<file path="src/tlsm_pkg.sv">
`timescale 1ns / 1ps

package tlsm_pkg;

    // Fixed field widths and the default list depth
    localparam int VALUE_W            = 32;
    localparam int CMD_W              = 2;
    localparam int DEFAULT_LIST_DEPTH = 32;

    // Request command codes
    typedef enum logic [CMD_W-1:0] {
        CMD_APPEND_A = 2'd0,
        CMD_APPEND_B = 2'd1,
        CMD_MERGE    = 2'd2,
        CMD_CONCAT   = 2'd3
    } cmd_t;

    // One emitted result, passed from the sequencer to the output stage
    typedef struct packed {
        logic signed [VALUE_W-1:0] value;
        logic                      from_list;
        logic                      last;
    } result_t;

endpackage

</file>
<file path="src/tlsm_list_mem.sv">
`timescale 1ns / 1ps

module tlsm_list_mem
    import tlsm_pkg::*;
#(
    parameter int DEPTH  = DEFAULT_LIST_DEPTH,
    parameter int ADDR_W = (DEPTH > 1) ? $clog2(DEPTH) : 1
)
(
    input  logic                      clk,
    input  logic                      wr_en,
    input  logic [ADDR_W-1:0]         wr_addr,
    input  logic signed [VALUE_W-1:0] wr_data,
    input  logic                      rd_en,
    input  logic [ADDR_W-1:0]         rd_addr,
    output logic signed [VALUE_W-1:0] rd_data
);

    logic signed [VALUE_W-1:0] mem [DEPTH];

    // Single write port, registered read port; read data holds when idle
    always_ff @(posedge clk)
    begin
        if (wr_en)
        begin
            mem[wr_addr] <= wr_data;
        end
        if (rd_en)
        begin
            rd_data <= mem[rd_addr];
        end
    end

endmodule

</file>
<file path="src/tlsm_out_stage.sv">
`timescale 1ns / 1ps

module tlsm_out_stage
    import tlsm_pkg::*;
(
    input  logic                      clk,
    input  logic                      rst_n,
    input  logic                      load,
    input  result_t                   res,
    output logic                      ready,
    output logic                      out_valid,
    input  logic                      out_stall,
    output logic signed [VALUE_W-1:0] out_value,
    output logic                      from_list,
    output logic                      last
);

    logic    valid_reg;
    result_t res_reg;

    // Space for a new result when empty or when the held one leaves now
    assign ready = !valid_reg || !out_stall;

    // Valid flag
    always_ff @(posedge clk or negedge rst_n)
    begin
        if (!rst_n)
        begin
            valid_reg <= 1'b0;
        end
        else if (ready)
        begin
            valid_reg <= load;
        end
    end

    // Payload, no reset
    always_ff @(posedge clk)
    begin
        if (ready && load)
        begin
            res_reg <= res;
        end
    end

    assign out_valid = valid_reg;
    assign out_value = res_reg.value;
    assign from_list = res_reg.from_list;
    assign last      = res_reg.last;

endmodule

</file>
<file path="src/two_list_sorted_merge.sv">
`timescale 1ns / 1ps

// Two-list sorted merge. Append requests (command 0 to list A, 1 to list B)
// are dropped when the list already holds LIST_DEPTH values. A merge
// request (2) emits every stored value in signed ascending merge order, ties
// going to B; a concatenate request (3) emits A then B. The final result
// carries last, both lists are then empty, and an emit with both lists empty
// gives no result. An emit first reads both list heads from the memories,
// then gives one result per cycle while the output does not stall, each
// result fetching the next head of the list it came from through that list's
// single read port. No request is taken during an emit; the last result may
// still wait in the output register while the next request is accepted.
module two_list_sorted_merge
    import tlsm_pkg::*;
#(
    parameter int LIST_DEPTH = DEFAULT_LIST_DEPTH
)
(
    input  logic                      clk,
    input  logic                      rst_n,
    input  logic                      in_valid,
    output logic                      in_stall,
    input  logic [CMD_W-1:0]          command,
    input  logic signed [VALUE_W-1:0] value,
    output logic                      out_valid,
    input  logic                      out_stall,
    output logic signed [VALUE_W-1:0] out_value,
    output logic                      from_list,
    output logic                      last
);

    localparam int ADDR_W = (LIST_DEPTH > 1) ? $clog2(LIST_DEPTH) : 1;
    localparam int CNT_W  = $clog2(LIST_DEPTH + 1);

    typedef enum logic {
        ST_IDLE,
        ST_RUN
    } state_t;

    state_t            state_reg, state_next;
    logic [CNT_W-1:0]  a_cnt_reg, a_cnt_next;
    logic [CNT_W-1:0]  b_cnt_reg, b_cnt_next;
    logic [CNT_W-1:0]  ia_reg, ia_next;
    logic [CNT_W-1:0]  ib_reg, ib_next;
    logic              merge_reg, merge_next;

    logic              in_fire;
    logic              wr_a, wr_b;
    logic              rd_a, rd_b;
    logic [ADDR_W-1:0] rd_addr_a, rd_addr_b;
    logic signed [VALUE_W-1:0] head_a, head_b;

    logic              out_ready;
    logic              step;
    result_t           res;
    logic              a_left, b_left, take_a;
    logic [CNT_W-1:0]  ia_inc, ib_inc;

    assign in_stall = (state_reg != ST_IDLE);
    assign in_fire  = in_valid && !in_stall;

    // List stores
    tlsm_list_mem #(
        .DEPTH  (LIST_DEPTH),
        .ADDR_W (ADDR_W)
    ) u_mem_a (
        .clk     (clk),
        .wr_en   (wr_a),
        .wr_addr (a_cnt_reg[ADDR_W-1:0]),
        .wr_data (value),
        .rd_en   (rd_a),
        .rd_addr (rd_addr_a),
        .rd_data (head_a)
    );

    tlsm_list_mem #(
        .DEPTH  (LIST_DEPTH),
        .ADDR_W (ADDR_W)
    ) u_mem_b (
        .clk     (clk),
        .wr_en   (wr_b),
        .wr_addr (b_cnt_reg[ADDR_W-1:0]),
        .wr_data (value),
        .rd_en   (rd_b),
        .rd_addr (rd_addr_b),
        .rd_data (head_b)
    );

    // Selection of the next result from the two heads
    assign a_left = (ia_reg < a_cnt_reg);
    assign b_left = (ib_reg < b_cnt_reg);
    assign take_a = a_left && (!merge_reg || !b_left || (head_a < head_b));
    assign ia_inc = ia_reg + CNT_W'(1);
    assign ib_inc = ib_reg + CNT_W'(1);

    always_comb
    begin
        res.value     = take_a ? head_a : head_b;
        res.from_list = !take_a;
        res.last      = take_a ? ((ia_inc == a_cnt_reg) && !b_left)
                               : ((ib_inc == b_cnt_reg) && !a_left);
    end

    // Sequencer next state
    always_comb
    begin
        state_next = state_reg;
        a_cnt_next = a_cnt_reg;
        b_cnt_next = b_cnt_reg;
        ia_next    = ia_reg;
        ib_next    = ib_reg;
        merge_next = merge_reg;
        wr_a       = 1'b0;
        wr_b       = 1'b0;
        rd_a       = 1'b0;
        rd_b       = 1'b0;
        rd_addr_a  = '0;
        rd_addr_b  = '0;
        step       = 1'b0;

        case (state_reg)
            ST_IDLE:
            begin
                if (in_fire)
                begin
                    if (command == CMD_APPEND_A)
                    begin
                        if (a_cnt_reg < CNT_W'(LIST_DEPTH))
                        begin
                            wr_a       = 1'b1;
                            a_cnt_next = a_cnt_reg + CNT_W'(1);
                        end
                    end
                    else if (command == CMD_APPEND_B)
                    begin
                        if (b_cnt_reg < CNT_W'(LIST_DEPTH))
                        begin
                            wr_b       = 1'b1;
                            b_cnt_next = b_cnt_reg + CNT_W'(1);
                        end
                    end
                    else if (command inside {CMD_MERGE, CMD_CONCAT})
                    begin
                        // Fetch both heads; nothing to do if both are empty
                        if ((a_cnt_reg != '0) || (b_cnt_reg != '0))
                        begin
                            rd_a       = 1'b1;
                            rd_b       = 1'b1;
                            ia_next    = '0;
                            ib_next    = '0;
                            merge_next = (command == CMD_MERGE);
                            state_next = ST_RUN;
                        end
                    end
                end
            end
            ST_RUN:
            begin
                if (out_ready)
                begin
                    step = 1'b1;
                    if (take_a)
                    begin
                        ia_next   = ia_inc;
                        rd_a      = 1'b1;
                        rd_addr_a = ia_inc[ADDR_W-1:0];
                    end
                    else
                    begin
                        ib_next   = ib_inc;
                        rd_b      = 1'b1;
                        rd_addr_b = ib_inc[ADDR_W-1:0];
                    end
                    if (res.last)
                    begin
                        a_cnt_next = '0;
                        b_cnt_next = '0;
                        state_next = ST_IDLE;
                    end
                end
            end
            default:
            begin
                state_next = ST_IDLE;
            end
        endcase
    end

    // Sequencer state
    always_ff @(posedge clk or negedge rst_n)
    begin
        if (!rst_n)
        begin
            state_reg <= ST_IDLE;
            a_cnt_reg <= '0;
            b_cnt_reg <= '0;
            ia_reg    <= '0;
            ib_reg    <= '0;
            merge_reg <= 1'b0;
        end
        else
        begin
            state_reg <= state_next;
            a_cnt_reg <= a_cnt_next;
            b_cnt_reg <= b_cnt_next;
            ia_reg    <= ia_next;
            ib_reg    <= ib_next;
            merge_reg <= merge_next;
        end
    end

    // Output register
    tlsm_out_stage u_out (
        .clk       (clk),
        .rst_n     (rst_n),
        .load      (step),
        .res       (res),
        .ready     (out_ready),
        .out_valid (out_valid),
        .out_stall (out_stall),
        .out_value (out_value),
        .from_list (from_list),
        .last      (last)
    );

`ifndef SYNTH
    // Fill levels never pass the list depth
    assert property (@(posedge clk) disable iff (!rst_n)
        (a_cnt_reg <= CNT_W'(LIST_DEPTH)) && (b_cnt_reg <= CNT_W'(LIST_DEPTH)))
        else $error("list fill level beyond depth");

    // While emitting there is always something left to send
    assert property (@(posedge clk) disable iff (!rst_n)
        (state_reg == ST_RUN) |-> (a_left || b_left))
        else $error("emit running with both lists exhausted");

    // An emit of non-empty lists blocks further requests
    assert property (@(posedge clk) disable iff (!rst_n)
        (in_fire && (command == CMD_MERGE || command == CMD_CONCAT)
            && ((a_cnt_reg != '0) || (b_cnt_reg != '0))) |=> in_stall)
        else $error("emit did not start");

    // The last result empties both lists and frees the input
    assert property (@(posedge clk) disable iff (!rst_n)
        (step && res.last) |=> ((a_cnt_reg == '0) && (b_cnt_reg == '0) && !in_stall))
        else $error("lists not emptied after last result");
`endif

endmodule
</file>
<file path="config.mk">
export PLATFORM = sky130hd
export DESIGN_NAME = two_list_sorted_merge
export DESIGN_NICKNAME = d
export VERILOG_FILES = /design/src/tlsm_pkg.sv /design/src/tlsm_list_mem.sv /design/src/tlsm_out_stage.sv /design/src/two_list_sorted_merge.sv
export SDC_FILE = /design/constraint.sdc
export NUM_CORES = 2
export LEC_CHECK = 0
export ABC_AREA = 0
export BUFFER_PORTS_ARGS = -buffer_cell sky130_fd_sc_hd__buf_4
export CAP_MARGIN = 20
export CORE_MARGIN = 5
export CORE_UTILIZATION = 50
export DETAILED_ROUTE_END_ITERATION = 8
export PLACE_DENSITY = 0.65
export SYNTH_ARGS = -nofsm -noshare
export SYNTH_HDL_FRONTEND = slang
export SYNTH_SLANG_ARGS = --single-unit
</file>
<file path="constraint.sdc">
create_clock -name clk -period 11.12 [get_ports clk]
set_input_delay 1.668 -clock clk [delete_from_list [all_inputs] [get_ports clk]]
set_output_delay 1.668 -clock clk [all_outputs]
set_load 0.02 [all_outputs]
</file>
======== After elaboration in Yosys (flattened, before gate mapping) ========
Memories as Yosys holds them, arrays and structs flattened. A register that Yosys moved wholly into a read port is not among the register bits.
Index checks and enable logic that the tools add are counted.
word-level totals
  memories kept ........................... 2
  bits in registers ....................... 61
  latch bits .............................. 0
  output and inout bits ................... 36
  logic and storage cells ................. 126
  RAM bits ................................ 2048
  ROM bits ................................ 0
memories
  name         depth  width  read ports  clocked after Yosys merged registers in  wr ports  RTL line             RTL
  u_mem_a.mem  32     32     1           1                                        1         tlsm_list_mem.sv:19  logic signed [VALUE_W-1:0] mem [DEPTH];
  u_mem_b.mem  32     32     1           1                                        1         tlsm_list_mem.sv:19
operators by class
  bitwise logic cells ..................... 3
  reductions and logical operators ........ 25
  multipliers ............................. 0
  div/mod/pow operators ................... 0
  eq/ne operators ......................... 18
  shift-type cells ........................ 0
  order comparisons ....................... 5
  mux-type cells .......................... 59
  add/subtract/negate cells ............... 4
operator list
  kind                                                number
  2-to-1 mux 6 bit                                    18
  one-hot mux 6 bit (2 select lines)                  4
  less-than comparator 32 bit                         1
  2-to-1 mux 32 bit                                   1
  2-to-1 mux 5 bit                                    6
  2-to-1 mux 1 bit                                    27
  adder 6 x 1 -> 6 bit (second input constant)        4
  != test 2 bit (second input constant)               10
  AND reduction 7 bit                                 2
  == test 6 bit                                       2
  less-than comparator 6 bit                          2
  less-than comparator 6 bit (second input constant)  2
  AND reduction 6 bit                                 2
  nonzero test 6 bit                                  2
  logical NOT 1 bit                                   7
  != test 2 x 1 -> 1 bit (second input constant)      3
  one-hot mux 1 bit (2 select lines)                  3
  logical AND 1 bit                                   5
  AND reduction 5 bit                                 1
  == test 2 bit (second input constant)               2
  logical OR 1 bit                                    4
  inverter 1 bit                                      3
  == test 2 x 1 -> 1 bit (second input constant)      1
  logical NOT 2 bit                                   1
  nonzero test 2 bit                                  1

======== Longest topological paths before layout ========
  depth in word-level cells ............... 9
  gate-level depth with buffers ........... 20
  mapped depth without buffers ............ 13

======== Cells and area by module ========
From an unflattened synthesis, not the netlist that was laid out.
unflattened totals
  cells, all modules ...................... 4914
  area total of the unflattened synthesis .. 85917.4 um^2
modules (own cells, without submodules)
  module                   cells each  times used  area each (um^2)
  tlsm_list_mem (u_mem_a)  2260        1           40812.9
  tlsm_list_mem (u_mem_b)  2260        1           40805.4
  two_list_sorted_merge    356         1           3230.6
  tlsm_out_stage           38          1           1068.5

======== Least setup slack after synthesis ========
OpenSTA, ideal clock, no wires.
  path kind ............................... input port to flip-flop
  start ................................... input port out_stall
  end ..................................... register u_mem_a.rd_data[0] (read register of u_mem_a.mem) (data pin)
  arrival time ............................ 4627 ps
  stages on the path ...................... 11
  path buffers ............................ 3
  data required time ...................... 10857 ps
  path slack .............................. 6231 ps
  cell sequence ........................... nand2_1 > nand2_1 > inv_1 > clkbuf_1 > nand4_1 > nor3_1 > clkbuf_1 > clkbuf_1 > nand3_1 > a32oi_1 > nand3_1
on the way
  word-level cells in the longest chain between the ends .. 4
  elaborated cells between the ends (all ways) .. 6
RTL lines
  element                                                                 RTL line                      RTL
  from (decl)                                                             two_list_sorted_merge.sv:26   input logic out_stall,
  logical NOT 1 bit *                                                     tlsm_out_stage.sv:22          assign ready = !valid_reg || !out_stall;
  logical OR 1 bit *                                                      tlsm_out_stage.sv:22
  2-to-1 mux 1 bit or 2-to-1 mux 5 bit (tied branches)                    two_list_sorted_merge.sv:159  if (out_ready)
  one-hot mux 1 bit (2 select lines) or 2-to-1 mux 5 bit (tied branches)  two_list_sorted_merge.sv:121  case (state_reg)
  to (decl)                                                               tlsm_list_mem.sv:16           output logic signed [VALUE_W-1:0] rd_data
Every way passes the cells marked *; elsewhere a longest branch is shown, timed or not.
A chain may end at the register's enable or synchronous reset.

======== Final worst setup path ========
  start ................................... register u_mem_b.rd_data[31] (read register of u_mem_b.mem)
  end ..................................... register u_mem_b.rd_data[5] (read register of u_mem_b.mem) (data pin)
on the way
  word-level cells in the longest chain between the ends .. 6
  elaborated cells between the ends (all ways) .. 9
RTL lines
  element                                                                 RTL line                      RTL
  from (decl)                                                             tlsm_list_mem.sv:16
  less-than comparator 32 bit *                                           two_list_sorted_merge.sv:92   assign take_a = a_left && (!merge_reg || !b_left || (head_a < head_b));
  logical OR 1 bit *                                                      two_list_sorted_merge.sv:92
  logical AND 1 bit *                                                     two_list_sorted_merge.sv:92
  2-to-1 mux 1 bit or 2-to-1 mux 5 bit (tied branches)                    two_list_sorted_merge.sv:162  if (take_a)
  2-to-1 mux 1 bit or 2-to-1 mux 5 bit (tied branches)                    two_list_sorted_merge.sv:159
  one-hot mux 1 bit (2 select lines) or 2-to-1 mux 5 bit (tied branches)  two_list_sorted_merge.sv:121
Marks and branches as above.

==> out/metrics.yaml <==
drive_gt1_share_pct: 13.3
critPathRequiredTime_ns: 11.49
die_area_sq_mm: 0.180
synth_cell_types: 69
yosysSeqAreaShare_pct: 75.8
ctsResizeCount: 0
path_delay_family: "compound AO/OA/AOI/OAI gates"
gp_congestion: 0.943
placed_cells: 7588
first_pass_iters: 5
timing.rr.end: "u_mem_b.rd_data[5]$_DFFE_PP_"
min_path_cells: 2
fin_ws_ns: 4.10
cp_num_buf_inv: 1
setup_tns_ns: 0
cpPeakStageDelay_ns: 0.90
final_max_slew_viol_count: 0
hold_class: "reg -> reg"
grt_setup_unrepaired: "false"
grt_usage_pct: 27.1
r2r_cells: 11
power_leakage_nw: 30.6
drtIter0Drc: 6713
final_cell_mix: "2,146 x edfxtp_1, 505 x nand2_1, 388 x o21ai_0"
grt_first_pass_wirelength_mm: 353
r2r_slack_ns: 4.10
setup.worst_path.end_class: "flip-flop"
layoutNonFillerInstCount: 7978
die-height_um: 424
nNetsFinal: 5658
whs_endpoint: "ib_reg[5]$_DFFE_PN0P_"
outcome: "completed"
wirelength_mm: 248
path_class: "reg -> reg"
die_x_um: 424
coreArea_sq_mm: 0.171
overflow: 0
clock_skew_ns: 0.0295
wl_per_cell_um: 31.1
core.rowCount: 152
netlist_top_cells_area: "edfxtp_1 75%, mux2i_1 3.6%, o21ai_0 2.3%, nand2_1 2.2%, mux4_2 1.8%"
cts_buffer_depth: 3
top_regs: "u_mem_a.mem x1024, u_mem_b.mem x1024"
clk_pin_slew_ns: 0.06
synth-warning-count: 0
cts_max_level: 4
start_util_pct: 50.2
place_ws_ns: 4.28
cts_setup_buffers: 0
final_common_cell: "edfxtp_1"
dp_hpwl_mm: 130
ys_async_sr_fraction_pct: 1.24
ios: 74
yosys.area.top_type: "edfxtp_1"
p_per_area_mw_per_mm2: 247
period_minus_slack_ns: 7.02
power_mw: 23.8
cp_cell_sequence: "inv_1, ha_1, nand4_1, nor4_1, nand2_1, a31oi_1, o21ai_1, a31oi_2, nand2_2, a31oi_1, nand4_1"
tightest_slew_ns: 1.19
critPathMaxFanout: 32
synth-edff-count: 2146
grt_max_degree: 131
io_buffers: 73
slew_headroom_pct: 20.6
root_buffer: "clkbuf_16"
clk_latency_ns: 0.85
vdd_drop_max_v: 0.000289
cts_tree: "done"
slowest_stage: "a31oi_2"
cts_buffers: 209
critPathArrivalTime_ns: 7.39
vias: 51295
startpoint_type: "flip-flop"
yosys_register_bits: 2173
yosysTopAreaCellShare_pct: 75.0
synth_ff_type: "edfxtp_1"
worstHoldStart: "ib_reg[5]$_DFFE_PN0P_"
clock_sinks: 2173
setup_violations: 0
syn_area_sq_mm: 0.0859
hold_buffers: 0
achievable-frequency_mhz: 143
drv_cap: 0
hold_viol: 0
syn-num-nets: 5601
drc: 0
antenna_found_initial: 8
avgSynthCellArea_sq_um: 15.6
postSynthCellCount: 5510
finalCritPeriodShare_pct: 63.1
rr_startpoint: "u_mem_b.rd_data[31]$_DFFE_PP_"
grt_pass1_vias: 48597
vias_per_cell: 6.43
area_delta_synth_final_pct: 12.1
ant_nets: 0
[worst max-delay path by stage]
stage,slack (ns),cells past startpoint,end,from
2_1_floorplan,6.23,11,u_mem_a.rd_data[0]$_DFFE_PP_,out_stall
3_3_place_gp,4.36,11,u_mem_b.rd_data[5]$_DFFE_PP_,u_mem_b.rd_data[31]$_DFFE_PP_
3_5_place_dp,4.28,11,u_mem_b.rd_data[5]$_DFFE_PP_,u_mem_b.rd_data[31]$_DFFE_PP_
4_1_cts,4.23,11,u_mem_b.rd_data[5]$_DFFE_PP_,u_mem_b.rd_data[31]$_DFFE_PP_
5_1_grt,4.12,11,u_mem_b.rd_data[5]$_DFFE_PP_,u_mem_b.rd_data[31]$_DFFE_PP_
6_report,4.10,11,u_mem_b.rd_data[5]$_DFFE_PP_,u_mem_b.rd_data[31]$_DFFE_PP_
[where the power goes]
group          internal [mW]  leakage (nW)  switching [mW]
clock                   4.00          3.24            2.99
combinational           2.13          7.73            5.01
sequential              9.37          19.7           0.296
[per-layer routing]
metal	track usage, %	wire length (um)
met1	39.0	98700
met2	40.1	110000
met3	7.39	29700
met4	9.83	9690
met5	0	0
[tightest hold or removal path, delay by kind of cell, from the launching register on]
family	cells	cell delay, ns
flops	1	0.39
simple gates	1	0.07
compound gates	1	0.07
[kinds of logic (layout without fill, tap and decap cells)]
group,after synthesis,in the layout,synth area share [%]
and+or+nand+nor,1217,1217,6.06
buffers and inverters,406,637,1.91
DFF,2173,2173,75.8
muxes,480,480,6.74
adders and majority gates,53,53,0.772
xor gates and xnor gates,26,26,0.265
AOI/OAI and AO/OA,1155,1155,8.43
other,0,4,0
[synthesized netlist by cell type (all sizes together), types with 11 or more instances]
master and count:
clkbuf 262, nor2 333, ha 53, a21oi 219, mux2 99, nor4 11, nand4 41, o2bb2ai 28
mux2i 312, nor3 74, a31oi 100, mux4 69, a32oi 92, dfrtp 27, xnor2 16, nand3 213
o22ai 62, nand2 508, buf 93, o211ai 34, edfxtp 2146, a311oi 63, a221oi 62, o21ai 422
a22oi 31, inv 47
[through the flow]
step | area, sq um | utilization, % | hold WS [ns]
2_1_floorplan | 85900 | - | 0.464
3_3_place_gp | 89500 | 52.3 | 0.530
3_5_place_dp | 89600 | 52.3 | 0.553
4_1_cts | 96200 | 56.2 | 0.568
5_1_grt | 96300 | 56.2 | 0.579
6_report | 96300 | 56.2 | 0.568
[final cells by class]
class / count / area (sq um)
multi-input cells: 2931 / 19800
clock buffers: 265 / 5590
flip-flops and latches: 2173 / 65100
well taps: 2233 / 2790
fillers: 13107 / 74900
diodes: 4 / 10.0
inverters: 51 / 191
repair buffers: 201 / 1650
clock inverters: 120 / 1080
No activity file was read; power rests on OpenSTA's default activity.
